## src/rtl/acsh_pkg.sv

```systemverilog
// acsh_pkg: shared types, codes, tag tables and width helpers for the codec
// setup header checker. No dependencies; imported by every module in rtl/.
`timescale 1ns / 1ps

package acsh_pkg;

	// Default size limit of a setup blob in bytes
	localparam int MAX_BLOB_BYTES_DEF = 4096;

	// Configuration register indexes
	localparam int CFG_IDX_W = 1;
	localparam logic [CFG_IDX_W-1:0] CFG_CODEC    = 1'b0;
	localparam logic [CFG_IDX_W-1:0] CFG_CHANNELS = 1'b1;

	// Vorbis header kinds
	localparam logic [7:0] KIND_IDENT   = 8'd1;
	localparam logic [7:0] KIND_COMMENT = 8'd3;
	localparam logic [7:0] KIND_SETUP   = 8'd5;

	// Lacing and header layout constants
	localparam logic [7:0] LACE_CONT   = 8'd255;
	localparam logic [7:0] COUNT_BYTE  = 8'd2;
	localparam int         OPUS_MIN    = 19;
	localparam int         IDENT_MIN   = 16;
	localparam int         TAGGED_MIN  = 7;
	localparam int         CHAN_OFS    = 11;

	typedef enum logic [1:0] {
		VERDICT_VALID     = 2'd0,
		VERDICT_INVALID   = 2'd1,
		VERDICT_TRUNCATED = 2'd2,
		VERDICT_ZERO_RATE = 2'd3
	} verdict_t;

	typedef enum logic [1:0] {
		PH_COUNT = 2'd0,
		PH_LACE0 = 2'd1,
		PH_LACE1 = 2'd2,
		PH_BODY  = 2'd3
	} phase_t;

	// Parse phase and sticky flags of the blob in flight
	typedef struct packed {
		phase_t phase;
		logic   invalid;
		logic   mismatch;
		logic   rate_nz;
	} acsh_flags_t;

	// Largest value a laced length can reach for a given size limit
	function automatic int lace_max(input int m);
		return (m >= 255) ? m + 254 : m * 255;
	endfunction

	// Width of offset sums (third header start plus a small margin)
	function automatic int sum_w(input int m);
		return $clog2(m + 2 * lace_max(m) + 20);
	endfunction

	// "OpusHead"
	function automatic logic [7:0] opus_magic_byte(input logic [2:0] i);
		logic [7:0] c;
		case (i)
			3'd0:    c = 8'h4F;
			3'd1:    c = 8'h70;
			3'd2:    c = 8'h75;
			3'd3:    c = 8'h73;
			3'd4:    c = 8'h48;
			3'd5:    c = 8'h65;
			3'd6:    c = 8'h61;
			default: c = 8'h64;
		endcase
		return c;
	endfunction

	// "vorbis", indexed from 1 (byte after the kind byte)
	function automatic logic [7:0] vorbis_tag_byte(input logic [2:0] i);
		logic [7:0] c;
		case (i)
			3'd1:    c = 8'h76;
			3'd2:    c = 8'h6F;
			3'd3:    c = 8'h72;
			3'd4:    c = 8'h62;
			3'd5:    c = 8'h69;
			3'd6:    c = 8'h73;
			default: c = 8'h00;
		endcase
		return c;
	endfunction

endpackage

```

## src/rtl/acsh_byte_check.sv

```systemverilog
// acsh_byte_check: per-byte parse state of the setup blob (position, lacing,
// header offsets, sticky flags). Depends on acsh_pkg.
`timescale 1ns / 1ps

module acsh_byte_check import acsh_pkg::*; #(
	parameter int MAX_BLOB_BYTES = MAX_BLOB_BYTES_DEF,
	localparam int POS_W = $clog2(MAX_BLOB_BYTES + 2),
	localparam int LEN_W = $clog2(lace_max(MAX_BLOB_BYTES) + 1)
) (
	input  logic              clk,
	input  logic              arst_n,
	input  logic              step,
	input  logic [7:0]        blob_byte,
	input  logic              final_byte,
	input  logic              codec_is_vorbis,
	input  logic [1:0]        expected_channels,
	output logic [POS_W-1:0]  pos_nxt,
	output logic [POS_W-1:0]  off_nxt,
	output logic [LEN_W-1:0]  len0_nxt,
	output logic [LEN_W-1:0]  len1_nxt,
	output acsh_flags_t       flags_nxt
);

	localparam int SUM_W = sum_w(MAX_BLOB_BYTES);
	localparam logic [SUM_W-1:0] MAX_S = SUM_W'(MAX_BLOB_BYTES);
	localparam logic [POS_W-1:0] MAX_P = POS_W'(MAX_BLOB_BYTES);
	localparam bit LACE_CAP = (MAX_BLOB_BYTES >= 255);
	localparam logic [LEN_W-1:0] LACE_LIMIT = LACE_CAP ? LEN_W'(MAX_BLOB_BYTES - 255) : '0;

	logic [POS_W-1:0] pos_q, off_q;
	logic [LEN_W-1:0] len0_q, len1_q;
	acsh_flags_t      flags_q;

	logic [SUM_W-1:0] pos_w, off_w, sec_w, third_w;
	logic [LEN_W-1:0] len_sel, len_add255, len_addb;
	logic             sat;

	// Byte of a header that must start with its kind and the vorbis tag
	function automatic logic tag_miss(input logic [SUM_W-1:0] pos, input logic [SUM_W-1:0] start,
			input logic [7:0] kind, input logic [7:0] b);
		logic [SUM_W-1:0] rel;
		logic             miss;
		rel  = pos - start;
		miss = 1'b0;
		if (pos >= start) begin
			if (rel == '0)
				miss = (b != kind);
			else if (rel < SUM_W'(TAGGED_MIN))
				miss = (b != vorbis_tag_byte(rel[2:0]));
		end
		return miss;
	endfunction

	assign pos_w      = SUM_W'(pos_q);
	assign off_w      = SUM_W'(off_q);
	assign sec_w      = off_w + SUM_W'(len0_q);
	assign third_w    = sec_w + SUM_W'(len1_q);
	assign sat        = pos_w >= MAX_S;
	assign len_sel    = (flags_q.phase == PH_LACE0) ? len0_q : len1_q;
	assign len_add255 = len_sel + LEN_W'(LACE_CONT);
	assign len_addb   = len_sel + LEN_W'(blob_byte);

	// Next state for the word in the input stage
	always_comb begin
		pos_nxt   = (pos_q <= MAX_P) ? pos_q + POS_W'(1) : pos_q;
		off_nxt   = off_q;
		len0_nxt  = len0_q;
		len1_nxt  = len1_q;
		flags_nxt = flags_q;
		if (sat) begin
			flags_nxt.invalid = 1'b1;
		end else if (codec_is_vorbis) begin
			case (flags_q.phase)
				PH_COUNT: begin
					if (blob_byte != COUNT_BYTE)
						flags_nxt.invalid = 1'b1;
					flags_nxt.phase = PH_LACE0;
				end
				PH_LACE0, PH_LACE1: begin
					if (blob_byte == LACE_CONT) begin
						if (LACE_CAP && (len_sel > LACE_LIMIT))
							flags_nxt.invalid = 1'b1;
						else if (flags_q.phase == PH_LACE0)
							len0_nxt = len_add255;
						else
							len1_nxt = len_add255;
					end else if (flags_q.phase == PH_LACE0) begin
						len0_nxt        = len_addb;
						flags_nxt.phase = PH_LACE1;
					end else begin
						len1_nxt        = len_addb;
						flags_nxt.phase = PH_BODY;
						off_nxt         = pos_q + POS_W'(1);
					end
				end
				PH_BODY: begin
					if (tag_miss(pos_w, off_w, KIND_IDENT, blob_byte) ||
							tag_miss(pos_w, sec_w, KIND_COMMENT, blob_byte) ||
							tag_miss(pos_w, third_w, KIND_SETUP, blob_byte) ||
							((pos_w == off_w + SUM_W'(CHAN_OFS)) &&
							 (blob_byte != {6'b0, expected_channels})))
						flags_nxt.mismatch = 1'b1;
					if ((pos_w >= off_w + SUM_W'(12)) && (pos_w <= off_w + SUM_W'(15)) &&
							(blob_byte != 8'd0))
						flags_nxt.rate_nz = 1'b1;
				end
				default: ;
			endcase
		end else begin
			// Opus head: magic, channel count, mapping family zero
			if (pos_q < POS_W'(8)) begin
				if (blob_byte != opus_magic_byte(pos_q[2:0]))
					flags_nxt.mismatch = 1'b1;
			end else if (pos_q == POS_W'(9)) begin
				if (blob_byte != {6'b0, expected_channels})
					flags_nxt.mismatch = 1'b1;
			end else if (pos_q == POS_W'(OPUS_MIN - 1)) begin
				if (blob_byte != 8'd0)
					flags_nxt.mismatch = 1'b1;
			end
		end
	end

	// State registers; cleared after the final word of a blob
	always_ff @(posedge clk or negedge arst_n) begin
		if (!arst_n) begin
			pos_q   <= '0;
			off_q   <= '0;
			len0_q  <= '0;
			len1_q  <= '0;
			flags_q <= '{phase: PH_COUNT, invalid: 1'b0, mismatch: 1'b0, rate_nz: 1'b0};
		end else if (step) begin
			if (final_byte) begin
				pos_q   <= '0;
				off_q   <= '0;
				len0_q  <= '0;
				len1_q  <= '0;
				flags_q <= '{phase: PH_COUNT, invalid: 1'b0, mismatch: 1'b0, rate_nz: 1'b0};
			end else begin
				pos_q   <= pos_nxt;
				off_q   <= off_nxt;
				len0_q  <= len0_nxt;
				len1_q  <= len1_nxt;
				flags_q <= flags_nxt;
			end
		end
	end

endmodule

```

## src/rtl/acsh_verdict.sv

```systemverilog
// acsh_verdict: verdict of a finished blob from its final parse state.
// Depends on acsh_pkg.
`timescale 1ns / 1ps

module acsh_verdict import acsh_pkg::*; #(
	parameter int MAX_BLOB_BYTES = MAX_BLOB_BYTES_DEF,
	localparam int POS_W = $clog2(MAX_BLOB_BYTES + 2),
	localparam int LEN_W = $clog2(lace_max(MAX_BLOB_BYTES) + 1)
) (
	input  logic             codec_is_vorbis,
	input  logic [POS_W-1:0] size,
	input  logic [POS_W-1:0] first_header_offset,
	input  logic [LEN_W-1:0] first_header_length,
	input  logic [LEN_W-1:0] second_header_length,
	input  acsh_flags_t      flags,
	output verdict_t         verdict
);

	localparam int SUM_W = sum_w(MAX_BLOB_BYTES);

	logic [SUM_W-1:0] size_w, at_w, len0_w, len1_w, sec_w, third_w;

	assign size_w  = SUM_W'(size);
	assign at_w    = SUM_W'(first_header_offset);
	assign len0_w  = SUM_W'(first_header_length);
	assign len1_w  = SUM_W'(second_header_length);
	assign sec_w   = at_w + len0_w;
	assign third_w = sec_w + len1_w;

	// Priority (Vorbis): invalid, truncated, header checks, zero sample rate; Opus: valid or invalid
	always_comb begin
		verdict = VERDICT_VALID;
		if (!codec_is_vorbis) begin
			if (flags.invalid || flags.mismatch || (size_w < SUM_W'(OPUS_MIN)))
				verdict = VERDICT_INVALID;
		end else if (flags.invalid || (flags.phase != PH_BODY)) begin
			verdict = VERDICT_INVALID;
		end else if ((at_w > size_w) || (len0_w > size_w - at_w) ||
				(len1_w > size_w - sec_w)) begin
			verdict = VERDICT_TRUNCATED;
		end else if (flags.mismatch || (len0_w < SUM_W'(IDENT_MIN)) ||
				(len1_w < SUM_W'(TAGGED_MIN)) ||
				(size_w - third_w < SUM_W'(TAGGED_MIN))) begin
			verdict = VERDICT_INVALID;
		end else if (!flags.rate_nz) begin
			verdict = VERDICT_ZERO_RATE;
		end
	end

endmodule

```

## src/rtl/audio_codec_setup_header_checker_core.sv

```systemverilog
// audio_codec_setup_header_checker_core: top level of the setup blob checker,
// with input stage, output register and configuration registers.
// Depends on acsh_pkg, acsh_byte_check and acsh_verdict.
`timescale 1ns / 1ps

// Usage
//   Slave stream s_*: one blob byte per word in s_tdata, s_tlast on the last
//   byte of a blob. Master stream m_*: one verdict word per blob, sent for its
//   last byte (0 valid, 1 invalid, 2 truncated, 3 zero sample rate).
//   Config port: cfg_we with cfg_index 0 (codec_is_vorbis) or 1
//   (expected_channels); write only while no blob is in flight.
// Timing
//   A byte is registered in the input stage on acceptance; as it leaves, it
//   updates the parse state and a last byte loads its verdict into the output
//   register. One byte is taken per cycle unless a last byte waits on a
//   verdict; the byte stage and per-byte compare and lacing adders set it.
// Stall
//   Bytes that end no blob keep flowing while a verdict waits. A last byte
//   that meets a verdict not yet taken waits in the input stage, and only then
//   does s_tready drop.
// Reset
//   arst_n clears the parse state, the stages and the registers (Opus mode,
//   two channels); the block takes words right after reset.

module audio_codec_setup_header_checker_core import acsh_pkg::*; #(
	parameter int MAX_BLOB_BYTES = MAX_BLOB_BYTES_DEF
) (
	input  logic                 clk,
	input  logic                 arst_n,
	// blob byte stream
	input  logic                 s_tvalid,
	output logic                 s_tready,
	input  logic [7:0]           s_tdata,   // [7:0] blob_byte
	input  logic                 s_tlast,   // final_byte
	// verdict stream
	output logic                 m_tvalid,
	input  logic                 m_tready,
	output logic [7:0]           m_tdata,   // [1:0] verdict, [7:2] zero
	// configuration writes
	input  logic                 cfg_we,
	input  logic [CFG_IDX_W-1:0] cfg_index,
	input  logic [1:0]           cfg_data
);

	localparam int POS_W = $clog2(MAX_BLOB_BYTES + 2);
	localparam int LEN_W = $clog2(lace_max(MAX_BLOB_BYTES) + 1);

	logic             codec_q;
	logic [1:0]       chan_q;
	logic             valid_s1, last_s1;
	logic [7:0]       byte_s1;
	logic             out_valid_q;
	verdict_t         verdict_q, verdict_c;
	logic             advance;

	logic [POS_W-1:0] pos_nxt, off_nxt;
	logic [LEN_W-1:0] len0_nxt, len1_nxt;
	acsh_flags_t      flags_nxt;

	// Configuration registers
	always_ff @(posedge clk or negedge arst_n) begin
		if (!arst_n) begin
			codec_q <= 1'b0;
			chan_q  <= 2'd2;
		end else if (cfg_we) begin
			case (cfg_index)
				CFG_CODEC:    codec_q <= cfg_data[0];
				CFG_CHANNELS: chan_q  <= cfg_data;
				default: ;
			endcase
		end
	end

	// Input stage moves on unless a final word meets a waiting verdict
	assign advance  = valid_s1 && (!last_s1 || !out_valid_q || m_tready);
	assign s_tready = !valid_s1 || advance;

	always_ff @(posedge clk or negedge arst_n) begin
		if (!arst_n)
			valid_s1 <= 1'b0;
		else if (s_tready)
			valid_s1 <= s_tvalid;
	end

	always_ff @(posedge clk) begin
		if (s_tvalid && s_tready) begin
			byte_s1 <= s_tdata;
			last_s1 <= s_tlast;
		end
	end

	acsh_byte_check #(
		.MAX_BLOB_BYTES(MAX_BLOB_BYTES)
	) u_byte_check (
		.clk              (clk),
		.arst_n           (arst_n),
		.step             (advance),
		.blob_byte        (byte_s1),
		.final_byte       (last_s1),
		.codec_is_vorbis  (codec_q),
		.expected_channels(chan_q),
		.pos_nxt          (pos_nxt),
		.off_nxt          (off_nxt),
		.len0_nxt         (len0_nxt),
		.len1_nxt         (len1_nxt),
		.flags_nxt        (flags_nxt)
	);

	acsh_verdict #(
		.MAX_BLOB_BYTES(MAX_BLOB_BYTES)
	) u_verdict (
		.codec_is_vorbis     (codec_q),
		.size                (pos_nxt),
		.first_header_offset (off_nxt),
		.first_header_length (len0_nxt),
		.second_header_length(len1_nxt),
		.flags               (flags_nxt),
		.verdict             (verdict_c)
	);

	// Output register
	always_ff @(posedge clk or negedge arst_n) begin
		if (!arst_n)
			out_valid_q <= 1'b0;
		else if (advance && last_s1)
			out_valid_q <= 1'b1;
		else if (m_tready)
			out_valid_q <= 1'b0;
	end

	always_ff @(posedge clk) begin
		if (advance && last_s1)
			verdict_q <= verdict_c;
	end

	assign m_tvalid = out_valid_q;
	assign m_tdata  = {6'b0, verdict_q};

	// A final word that leaves the input stage always yields a verdict
	a_final_gives_verdict: assert property (@(posedge clk) disable iff (!arst_n)
		advance && last_s1 |=> m_tvalid)
		else $error("final word left no verdict");

	// Input back-pressure only from a final word blocked by a waiting verdict
	a_ready_only_on_block: assert property (@(posedge clk) disable iff (!arst_n)
		!s_tready |-> valid_s1 && last_s1 && out_valid_q && !m_tready)
		else $error("input stalled without a blocked verdict");

	// Upper bits of the verdict word stay zero
	a_verdict_pad: assert property (@(posedge clk) disable iff (!arst_n)
		m_tvalid |-> m_tdata[7:2] == 6'b0)
		else $error("verdict padding not zero");

endmodule
```

## config.mk

```make
export PLATFORM = sky130hd
export DESIGN_NAME = audio_codec_setup_header_checker_core
export DESIGN_NICKNAME = d
export VERILOG_FILES = /design/src/rtl/acsh_pkg.sv /design/src/rtl/acsh_byte_check.sv /design/src/rtl/acsh_verdict.sv /design/src/rtl/audio_codec_setup_header_checker_core.sv
export SDC_FILE = /design/constraint.sdc
export NUM_CORES = 1
export LEC_CHECK = 0
export BUFFER_PORTS_ARGS = -buffer_cell sky130_fd_sc_hd__buf_2
export CORE_MARGIN = 2
export CORE_UTILIZATION = 29
export CTS_CLUSTER_DIAMETER = 40
export DETAILED_ROUTE_END_ITERATION = 8
export PLACE_DENSITY_LB_ADDON = 0.1
export SLEW_MARGIN = 15
export SYNTH_ARGS = -nofsm -noshare
export SYNTH_HDL_FRONTEND = slang
export SYNTH_SLANG_ARGS = --single-unit
export TNS_END_PERCENT = 30
```

## constraint.sdc

```tcl
create_clock -name clk -period 8.9 [get_ports clk]
set_input_delay 1.78 -clock clk [delete_from_list [all_inputs] [get_ports clk]]
set_output_delay 1.78 -clock clk [all_outputs]
set_load 0.05 [all_outputs]
```

# Yosys cells after proc, flatten, opt, wreduce, memory -nomap -nowiden
# Index checks and enable logic that the tools add are counted.
[totals]
out_inout_bits = 10
ff_bits = 73
mem_bits_ro = 0
elab_cells = 223
n_memories = 0
latchBits = 0
inputBits = 17
ramBits = 0
[classes]
n_addsub = 16
n_shift = 0
div_mod_pow = 0
magnitude_cmp = 19
n_bitwise = 1
n_mux = 98
multipliers = 0
eq_ne = 41
reduce_logical = 33
[ops]
columns = ["cell", "n"]
rows = [
  ["2-to-1 mux 13 bit", 25],
  ["2-to-1 mux 8 bit", 21],
  ["case mux 7 bit (6 select lines)", 3],
  ["< comparator 14 x 3 -> 1 bit, second input constant", 4],
  ["subtractor 13 x 14 -> 14 bit", 4],
  ["adder 13 x 4 -> 14 bit, second input constant", 3],
  ["greater-or-equal comparator 13 x 14 -> 1 bit", 3],
  ["logical NOT 14 bit", 3],
  ["case mux 6 bit (7 select lines)", 1],
  ["== test 3 bit, second input constant", 12],
  ["2-to-1 mux 1 bit", 36],
  ["!= test 8 bit", 4],
  ["adder 13 x 13 -> 14 bit", 2],
  ["adder 14 x 13 -> 14 bit", 2],
  ["greater-than comparator 13 x 14 -> 1 bit", 2],
  ["subtractor 13 x 13 -> 14 bit", 2],
  ["< comparator 13 x 5 -> 1 bit, second input constant", 2],
  ["== test 3 x 2 -> 1 bit, second input constant", 8],
  ["2-to-1 mux 2 bit", 9],
  ["!= test 8 x 2 -> 1 bit, second input constant", 2],
  ["== test 13 x 14 -> 1 bit", 1],
  ["<= comparator 13 x 14 -> 1 bit", 1],
  ["logical OR 1 bit", 14],
  ["adder 13 x 1 -> 13 bit, second input constant", 1],
  ["31 further kinds", 43],
]

# Longest topological paths before layout
[depth]
depth_word = 31
depth_mapped = 41

# Cells and area by module
# Synthesis repeated with hierarchy kept, for this count alone.
[hier_totals]
cells_unflattened = 1840
hier_area_um2 = 14042.2
[by_module_without_submodules]
columns = ["module", "seq_area_each_um2", "n_inst", "cells_per_inst", "area_per_inst_um2"]
rows = [
  ["acsh_byte_check", 1426.4, 1, 1328, 9833.2],
  ["acsh_verdict", 0.0, 1, 476, 3611.0],
  ["audio_codec_setup_header_checker_core", 456.7, 1, 36, 598.1],
]

# Least setup slack after synthesis
# Ideal clock, no wire load.
[synth_path]
path_type = "register to register"
start = "reg u_byte_check.flags_q[4] (netlist bit)"
end = "reg verdict_q[1], data pin"
arrival_ps = 7181
setup_slack_ps = 1464
path_stages_with_launch = 42
synth_period_minus_slack_ps = 7436
setup_ps = 255
required_ps = 8645
path_cell_list = "dfrtp_1 inv_1 ha_1 buf_2 buf_2 buf_2 clkbuf_1 nand2_1 a21boi_0 ha_1 o211ai_1 o21ai_1 clkbuf_1 nand2_1 o22ai_1 a22oi_1 inv_1 ha_1 [6 not listed] a21oi_1 o21ai_0 a21boi_0 o21ai_0 a21oi_1 xnor2_1 fa_1 ha_1 nand2b_1 a21oi_1 a211o_1 nor3_1 o21a_1 o2111ai_1 a2111o_1 a211oi_2 a2111oi_1 a31o_1"
[synth_via]
elab_chain_cells = 18
word_cells_on_any_way = 63
classes_between = "add/sub: 7; order compare: 7; eq/ne: 4; mux: 37; reduce/logical: 8"
[synth_rtl]
columns = ["item", "line_no", "rtl"]
rows = [
  ["start: declaration", "acsh_byte_check.sv:32", "acsh_flags_t flags_q;"],
  ["start signal: assignment", "acsh_byte_check.sv:131", "flags_q <= '{phase: PH_COUNT, invalid: 1'b0, mismatch: 1'b0, rate_nz: 1'b0};"],
  ["start signal: assignment", "acsh_byte_check.sv:138", "flags_q <= '{phase: PH_COUNT, invalid: 1'b0, mismatch: 1'b0, rate_nz: 1'b0};"],
  ["start signal: assignment", "acsh_byte_check.sv:144", "flags_q <= flags_nxt;"],
  ["== test 2 x 1 -> 1 bit", "-", ""],
  ["2-to-1 mux 13 bit", "acsh_byte_check.sv:59", "assign len_sel = (flags_q.phase == PH_LACE0) ? len0_q : len1_q;"],
  ["adder 13 x 8 -> 13 bit", "acsh_byte_check.sv:60", "assign len_add255 = len_sel + LEN_W'(LACE_CONT);"],
  ["2-to-1 mux 13 bit", "acsh_byte_check.sv:83", "else if (flags_q.phase == PH_LACE0)"],
  ["2-to-1 mux 13 bit", "acsh_byte_check.sv:81", "if (LACE_CAP && (len_sel > LACE_LIMIT))"],
  ["2-to-1 mux 13 bit", "acsh_byte_check.sv:80", "if (blob_byte == LACE_CONT) begin"],
  ["2-to-1 mux 13 bit", "acsh_byte_check.sv:73", "case (flags_q.phase)"],
  ["2-to-1 mux 13 bit", "acsh_byte_check.sv:72", "end else if (codec_is_vorbis) begin"],
  ["[2 not listed]", "-", ""],
  ["adder 14 x 13 -> 14 bit", "acsh_verdict.sv:28", "assign third_w = sec_w + len1_w;"],
  ["subtractor 13 x 14 -> 14 bit", "acsh_verdict.sv:43", "(size_w - third_w < SUM_W'(TAGGED_MIN))) begin"],
  ["< comparator 14 x 3 -> 1 bit", "acsh_verdict.sv:43", ""],
  ["logical OR 1 bit", "acsh_verdict.sv:42", "(len1_w < SUM_W'(TAGGED_MIN)) ||"],
  ["2-to-1 mux 2 bit", "acsh_verdict.sv:41", "end else if (flags.mismatch || (len0_w < SUM_W'(IDENT_MIN)) ||"],
  ["2-to-1 mux 2 bit", "acsh_verdict.sv:38", "end else if ((at_w > size_w) || (len0_w > size_w - at_w) ||"],
  ["2-to-1 mux 2 bit *", "acsh_verdict.sv:36", "end else if (flags.invalid || (flags.phase != PH_BODY)) begin"],
  ["2-to-1 mux 2 bit *", "acsh_verdict.sv:33", "if (!codec_is_vorbis) begin"],
  ["end signal: assignment", "audio_codec_setup_header_checker_core.sv:133", "verdict_q <= verdict_c;"],
  ["end: declaration", "audio_codec_setup_header_checker_core.sv:53", "verdict_t verdict_q, verdict_c;"],
]
# Every way passes the cells marked *; elsewhere a longest branch is shown, timed or not.
# A chain may end at the register's enable or synchronous reset.

# Final worst setup path
# Same ends and word-level chain as after synthesis.

==> results_dict.tcl <==
set metrics [dict create \
    status "finished, final reports clean" \
    placeableCoreArea_um2 46460 \
    maxClockFrequency_mhz 122.9 \
    max-slew-margin-rel_pct 29.40 \
    leakage_nw 6.521 \
    synth_top_area_share_pct 17.56 \
    worstPathMaxFanout 13 \
    critical_path_buf_inv_count 3 \
    grt_use_total_pct 22.35 \
    yosysSeqAreaShare_pct 13.84 \
    hpwl_um 43130 \
    instances_no_fill 2390 \
    grt-ovfl-total 0 \
    cts_hold_buffers 0 \
    placed_cells 2374 \
    cell_area_after_placement_um2 14460 \
    power_mw 5.315 \
    cts_sinks 73 \
    finalInstanceArea_um2 14760 \
    clock_tree.root_cell "sky130_fd_sc_hd__clkbuf_16" \
    period_share_pct 91.46 \
    drive_gt1_share_pct 6.730 \
    report.final.hold_viol_count 0 \
    post_cts.repair.setup_buffers 0 \
    number_of_enable_flip_flop_cells_after_synthesis 11 \
    nets 2009 \
    post_synth_xor_xnor_area_pct 9.203 \
    synth-simple-area-share_pct 21.02 \
    path_clk_slew_ns 0.06 \
    core.rowCount 79 \
    power_per_cell_area_nw_per_um2 360.1 \
    ys_ff_latch 73 \
    slew_viol_final 0 \
    dieArea_um2 48680 \
    n_antenna_cell 0 \
    synth.top_cells.by_area "sky130_fd_sc_hd__ha_1 18%, sky130_fd_sc_hd__dfrtp_1 11%, sky130_fd_sc_hd__xnor2_1 5.8%, sky130_fd_sc_hd__a21oi_1 4.5%, sky130_fd_sc_hd__o21ai_0 4.5%" \
    cp_slowest_stage_delay_ns 0.53 \
    floorplan.die.width_um 220.6 \
    number_of_port_buffers 20 \
    drt_pass_1_iters 5 \
    tightest_slew_ns 1.058 \
    pin_count 27 \
    ys_dominant_reg_cell "sky130_fd_sc_hd__dfrtp_1" \
    synth.cell_area_um2 13610 \
    synth_top_cell_by_area "sky130_fd_sc_hd__ha_1" \
    wire_per_inst_um 22.45 \
    resized_cells_post_cts 0 \
    worst_ir_drop_vdd_mv 0.5184 \
    area.growth.synth_to_final_pct 8.440 \
    final.setup_skew_ns 0.009196 \
    yosysWarningCount 0 \
    postSynth.asyncResetShare_pct 84.93 \
    setup_tns_ns 0 \
    power_switching_mw 2.942 \
    power.share.clock_pct 7.2 \
    crit_path_start_kind "register" \
    finalCoreUtilization_pct 31.77 \
    floorplan.initialDensity_pct 29.29 \
    synth_compound_gate_area_share_pct 26.71 \
    critical_path.slowest_cell "sky130_fd_sc_hd__ha_1" \
    numCtsBuffers 9 \
    cp_data_arrival_time_ns 8.25 \
    cts-root-to-sink-buffers 2 \
    post-synth-top-count-cell "sky130_fd_sc_hd__ha_1" \
    via_count 13501 \
    initial_antenna_violation_count 0 \
    worst_path_most_repeated_cell "sky130_fd_sc_hd__ha_1" \
    htree_num_levels 3 \
    rsz0062_at_grt "false" \
    pin_count_of_the_biggest_net_entering_global_routing 63 \
    worst-setup-path-type "reg2reg" \
    hold_slack_ns 0.5266 \
    die_y_um 220.6 \
    synth_top_cells_by_count "191 x sky130_fd_sc_hd__ha_1, 137 x sky130_fd_sc_hd__inv_1, 132 x sky130_fd_sc_hd__nor2_1" \
    drc 0 \
    synth-adder-area-share_pct 20.94 \
    syn-instance-count 1775 \
    first_pass_grt_wire_length_um 81830 \
    via_per_inst 5.649 \
    first_global_vias 13442 \
    worst_skew_pair.late_latency_ns 0.36 \
    netSwitchingFraction_pct 55.36 \
    setup_slack_ns 0.7604 \
    critical_path.endpoint_type "register" \
    synth_top_family_by_area "compound AO/OA/AOI/OAI gates" \
    timing.final.setup_violations 0 \
    dp_worst_setup_slack_ns 0.8743 \
    internal_power_mw 2.373 \
    holdCritPathClass "reg2reg" \
    combPwrFrac_pct 83.2 \
    synth_area_per_cell_um2 7.667 \
    cp_delay_by_family_top "compound AO/OA/AOI/OAI gates" \
    worst_ep_required_time_ns 9.01 \
    globalplace.congestion 0.8910 \
    post_synth_mux_area_share_pct 1.866 \
    period_minus_slack_ns 8.140 \
    ant_nets 0 \
    pwr-share-seq_pct 9.6 \
    maxCapViolations 0 \
    detailedRoute.firstIterationViolations 847 \
    clock_tree_from_tritoncts "done" \
    yosys.cell_types.count 91 \
    drt-total-wl_um 53660 \
]
==> sequential cells by signal (all words and copies together) (netlist names) <==
signal / cells
byte_s1: 8
chan_q: 2
codec_q: 1
last_s1: 1
m_tvalid: 1
u_byte_check.flags_q: 5
u_byte_check.len0_q: 13
u_byte_check.len1_q: 13
u_byte_check.off_q: 13
u_byte_check.pos_q: 13
valid_s1: 1
verdict_q: 2
==> cell type report <==
class / instances / area, um^2
repair buffers: 59 / 395.4
inverters: 144 / 540.5
flip-flops and latches: 73 / 1883
multi-input cells: 1491 / 10890
well taps: 607 / 759.5
fillers: 5056 / 31700
clock inverters: 5 / 56.30
clock buffers: 11 / 232.7
==> cell usage in the layout (no fill, tap or decap), drive strengths merged, types with 16 or more instances in the layout <==
cell	count
a211oi	21
a21o	30
a21oi	123
a31oi	16
and3	16
buf	59
dfrtp	61
fa	23
ha	191
inv	142
nand2	122
nand2b	23
nand3	44
nand4	21
nor2	132
nor2b	29
nor3	47
nor4	30
o21a	27
o21ai	131
o22ai	29
o31ai	17
xnor2	90
xor2	53
==> worst reg2reg max path: cells and delay by family (launching register included) <==
kind                       cells  cell delay, ns
AOI/OAI and AO/OA             14            3.44
xor gates and xnor gates       2            0.49
adders and majority gates      5            2.29
buffers and inverters          3            0.36
DFF                            1            0.44
and+or+nand+nor                5            0.88
==> routing by layer <==
metal	GRT usage, %	part of all wire, %	routed length, um
met1	30.46	47	25450
met4	8.467	3.5	1884
met5	0	0	0
met2	36.25	45	24160
met3	2.433	4.0	2159
==> logic make-up after synthesis <==
kind of cell             count (synthesis)
adder cells (fa/ha/maj)                214
buffers and inverters                  216
XOR/XNOR                               143
AO/OA/AOI/OAI                          549
flip-flops                              73
AND/OR/NAND/NOR                        555
multiplexers                            24
other                                    1
==> final timing paths <==
path / from / end / slack [ns] / cells after the start
setup / recovery: u_byte_check.flags_q[4]$_DFFE_PN0P_ / verdict_q[1]$_SDFFCE_PP0P_ / 0.76 / 29
setup reg to reg: u_byte_check.flags_q[4]$_DFFE_PN0P_ / verdict_q[1]$_SDFFCE_PP0P_ / 0.76 / 29
max in group asynchronous: arst_n / u_byte_check.len0_q[2]$_DFFE_PN0P_ / 6.68 / 1
hold reg to reg: u_byte_check.flags_q[0]$_DFFE_PN0P_ / u_byte_check.flags_q[0]$_DFFE_PN0P_ / 0.53 / 2
min in group asynchronous: arst_n / u_byte_check.flags_q[0]$_DFFE_PN0P_ / 1.53 / 1
hold / removal: u_byte_check.flags_q[0]$_DFFE_PN0P_ / u_byte_check.flags_q[0]$_DFFE_PN0P_ / 0.53 / 2
==> power by group through the flow <==
stage,registers [mW],clock network [mW],logic (mW)
detailed placement,0.511,0,4.37
floorplan,0.442,0,3.22
global route,0.516,0.403,4.92
CTS,0.505,0.393,4.40
finish,0.509,0.382,4.42
global placement,0.512,0,4.39
(Power assumes the default switching activity.)
